$ cat config.mk
export PLATFORM = sky130hd
export DESIGN_NAME = tkrct_store
export DESIGN_NICKNAME = d
export VERILOG_FILES = /design/src/hw/rtl/tkrct_pkg.sv /design/src/hw/rtl/tkrct_store.sv
export SDC_FILE = /design/constraint.sdc
export NUM_CORES = 2
export LEC_CHECK = 0
export CAP_MARGIN = 20
export CORE_ASPECT_RATIO = 1.1
export CORE_UTILIZATION = 30
export DETAILED_ROUTE_END_ITERATION = 8
export DONT_BUFFER_PORTS = 1
export GPL_ROUTABILITY_DRIVEN = 0
export HOLD_SLACK_MARGIN = 0.05
export SLEW_MARGIN = 20
export SYNTH_ARGS = -nofsm -noshare
export SYNTH_HDL_FRONTEND = slang
export SYNTH_SLANG_ARGS = --single-unit
$ cat constraint.sdc
create_clock -name aclk -period 16.73 [get_ports aclk]
set_clock_uncertainty 0.1 [all_clocks]
set_input_delay 1.673 -clock aclk [delete_from_list [all_inputs] [get_ports aclk]]
set_output_delay 1.673 -clock aclk [all_outputs]
set_load 0.02 [all_outputs]
$ cat src/hw/rtl/tkrct_pkg.sv
// Shared types and constants for the ranked counter table.
// No dependencies; imported by tkrct_store and top_k_ranked_counter_table_top.
`default_nettype none

package tkrct_pkg;

    localparam int TKRCT_CAPACITY = 64;
    localparam int KEY_W          = 32;
    localparam int CNT_W          = 32;
    localparam int RANK_W         = 7;
    localparam int REQ_W          = 3;

    // Request codes
    localparam logic [REQ_W-1:0] REQ_INCR       = 3'd0;
    localparam logic [REQ_W-1:0] REQ_INSERT     = 3'd1;
    localparam logic [REQ_W-1:0] REQ_GET_LOWEST = 3'd2;
    localparam logic [REQ_W-1:0] REQ_GET_KTH    = 3'd3;
    localparam logic [REQ_W-1:0] REQ_CLEAR      = 3'd4;

    typedef struct packed {
        logic [REQ_W-1:0]  req_type;
        logic [KEY_W-1:0]  key;
        logic [CNT_W-1:0]  amount;
        logic [RANK_W-1:0] rank_k;
    } tkrct_req_t;

    typedef struct packed {
        logic             ok;
        logic [KEY_W-1:0] result_key;
        logic [CNT_W-1:0] result_count;
    } tkrct_rsp_t;

    typedef struct packed {
        logic [KEY_W-1:0] key;
        logic [CNT_W-1:0] count;
    } tkrct_entry_t;

    typedef enum logic [2:0] {
        ST_IDLE,
        ST_SCAN_RD,
        ST_SCAN_CMP,
        ST_RISE_RD,
        ST_RISE_CMP,
        ST_QRY_RD,
        ST_QRY_DATA,
        ST_RESP
    } tkrct_state_t;

endpackage

`default_nettype wire

$ cat src/hw/rtl/tkrct_store.sv
// Entry storage: one write port, one read port with registered read data.
// Depends on tkrct_pkg for the entry type.
`default_nettype none

module tkrct_store
    import tkrct_pkg::*;
#(
    parameter int DEPTH  = TKRCT_CAPACITY,
    parameter int ADDR_W = (DEPTH > 1) ? $clog2(DEPTH) : 1
) (
    input  wire logic               aclk,
    input  wire logic               wr_en,
    input  wire logic [ADDR_W-1:0]  wr_addr,
    input  wire tkrct_entry_t       wr_data,
    input  wire logic [ADDR_W-1:0]  rd_addr,
    output tkrct_entry_t            rd_data
);

    tkrct_entry_t mem [DEPTH];
    tkrct_entry_t rd_data_reg;

    // Write one entry per cycle
    always_ff @(posedge aclk) begin
        if (wr_en) begin
            mem[wr_addr] <= wr_data;
        end
    end

    // Register the read data
    always_ff @(posedge aclk) begin
        rd_data_reg <= mem[rd_addr];
    end

    assign rd_data = rd_data_reg;

endmodule

`default_nettype wire

==> summary.md <==
| Metric | Value |
|---|---|
| Seq cells post-synth | 4,160 |
| Die W | between 600 and 700 um |
| Global-route usage over all layers | between 15 and 20% |
| Total core area | 518,100 um^2 |
| Kind of critical path | in -> reg |
| Die span in y | 759.2 um |
| Largest family of logic cells by synthesized area | multiplexers |
| Synth Area in XOR/XNOR | 0% |
| Fin util | 34.37% |
| Status | finished clean |
| Overall Power | 21.29 mW |
| Final Max Slew Viols | 0 |
| DRT Pass-1 Iters | 6 |
| Setup Total Neg Slack | 0 ns |
| Crit. End Element | flip-flop |
| Final Setup Violations | 0 |
| Worst stage delay on the critical path | 0.78 ns |
| Top-area cell type share of the netlist area | 78.67% |
| Initial core utilization | 30.17% |
| Final #Nets | 6,895 |
| Cell Area, Synth | 156,300 um^2 |
| CTS tree | done |
| Fmax | approximately 180 MHz |
| Crit-path slowest cell | buf_4 |
| Clk pin slew, worst setup/hold paths | 0.06 ns |
| Clock Sink Count | 4,160 |
| Vias | 73,329 |
| Post-synth top flop | edfxtp_1 |
| Vias in the first global route | 75,114 |
| Yosys top cell by area | edfxtp_1 |
| Adder-Cell Fraction of Synth Area | 0% |
| Leak | 53.89 nW |
| Worst-path cell chain | buf_16 > buf_4 > buf_4 > buf_4 > buf_4 > mux4_2 > nor2b_1 > a211oi_1 > o22ai_1 > and3_1 |
| Clk buf depth | 4 |
| Syn Area/Cell | 23.70 um^2 |
| Final worst slack | between 10 and 15 ns |
| Tcrit/Tclk final | 33.26% |
| Async set or reset register ratio after synthesis | 0% |
| Row count | 277 |
| Hold Vio Cnt, Final | 0 |
| Wire per inst | 30.86 um |
| Clk root buf | clkbuf_16 |
| Worst Hold Class | in -> reg |
| Crit path top cell by count | buf_4 |
| Critical Path Start Type | input port |
| DRT antenna net count | 0 |
| Mapped Nets | 6,676 |
| Multiplexer area fraction after synthesis | 15.61% |
| Top cells by area, synth | edfxtp_1 (79%), mux4_2 (15%), mux2i_1 (0.86%) |
| Worst Max-Slew Pin Slew | about 1.2 ns |
| Post-Route WL | between 400,000 and 500,000 um |
| Post-synth EDFFs | 4,096 |
| Largest net degree at the start of global routing | between 400 and 500 |
| CP required | 17.41 ns |
| CP max FO | 100 |
| Post-synthesis simple-gate area fraction | 1.240% |
| Complex-gate fraction of the synthesized area | roughly 2.5% |
| Vias per Instance | 5.242 |
| I/O pins | roughly 140 |
| Count of cell types in the netlist | 33 |
| H-Tree Depth | 5 |
| RSZ-0062 raised after global routing | no |
| Remaining DRCs | 0 |
| Worst-Skew Late Latency | about 0.95 ns |
| Synth Instances | about 6,600 |
| Post_cts resized | 0 |
| Tmin final | 5.565 ns |
| Post-synth top cells | edfxtp_1 (4,096), mux4_2 (1,024), buf_2 (170) |
| Max-Cap Viols | 0 |
| Most common cell in the netlist | edfxtp_1 |
| Register area share after synthesis | 79.49% |
| GRT overflow | 0 |
| Total setup buffers inserted after CTS | 0 |
| Initial DRC count | 9,703 |
| Dpl ws | between 10 and 15 ns |
| Antenna violations before repair | 20 |
| Area Growth Syn to Fin | 13.92% |
| PortBufs | 0 |
| Cts hold-fix bufs | 0 |
| Max reg flops | 4,096 |
| Worst EP arrival | 6.24 ns |
| Power Dens Cells | 119.6 nW/um^2 |
| VDD IR max | roughly 0.09 mV |
| Die ar. | 524,100 um^2 |
| CTS Buf Count | about 390 |
| Layout cells sized above 1 | 26.58% |
| First-pass GRT wire length | 598,200 um |
| Post-DP HPWL | 233,400 um |
| Number of synthesis warnings | 0 |
| Hold WS | 0.7240 ns |
| Slew headroom | 21.44% |
-- layout by cell type (no fill, tap or decap), drive strengths merged --
cell,n
nand3b,2
dfxtp,64
clkinv,151
mux2i,135
clkbuf,490
and2,3
a2bb2oi,19
o22ai,83
nand4,2
a31oi,18
edfxtp,4096
nor3,2
buf,199
or2,28
clkinvlp,17
nand2,58
inv,32
and3,64
nand2b,11
bufinv,39
or3b,1
mux4,1024
o221ai,38
nand4b,1
nor2b,28
or3,29
a22o,88
nor2,112
diode,18
nand3,45
a41oi,26
a211oi,63
a31o,1
a22oi,168
-- critical path, delay by kind of cell --
kind	cells	cell delay, ns
buffers and inverters	5	2.99
multiplexers	1	0.40
AND/OR/NAND/NOR	2	0.32
AO/OA/AOI/OAI	2	0.57
-- layer usage --
layer,vias up,share of wire (%),GRT usage (%)
met5,-,0.0023,0
met4,2,2.7,4.103
met3,605,7.6,2.554
met2,3223,52,28.28
met1,40567,38,20.29
li1,28932,-,-
-- final timing paths --
kind	cells past startpoint	to	slack, ns	start
setup / recovery	10	rd_data[12]$_DFF_P_	11.16	rd_addr[1]
hold / removal	0	mem[25][6]$_DFFE_PP_	0.72	wr_data[6]
setup reg to reg	5	rd_data[18]$_DFF_P_	14.42	mem[13][18]$_DFFE_PP_
hold reg to reg	4	rd_data[10]$_DFF_P_	0.74	mem[62][10]$_DFFE_PP_
-- where the power goes --
part	total, mW	internal [mW]	switching (mW)
clock network	8.90	5.01	3.88
logic	0.767	0.333	0.435
registers	11.6	11.5	0.0962
total	21.3	16.9	4.41
-- stage by stage --
stage	std cells	instance area, um^2
CTS	13968	177900
global route	13985	178100
floorplan	6598	156300
global placement	13258	165300
finish	13990	178100
detailed placement	13258	165300
-- layout make-up --
type                       count  area [um^2]
inverter                      19        71.32
sequential                  4160       124300
fill                       47150       340000
multi-input combinational   2049        30810
clock inverter               220         2251
timing repair buffer         199         1714
tap                         6835         8552
antenna                       18        45.04
clock buffer                 490        10380
-- logic make-up (layout without fill, tap and decap cells) --
family | count (synthesis) | count (layout)
AOI/OAI and AO/OA | 504 | 504
and+or+nand+nor | 386 | 386
other | 0 | 18
DFF | 4160 | 4160
muxes | 1159 | 1159
buffers and inverters | 389 | 928
Note: power is estimated with default switching activity, not from simulation.
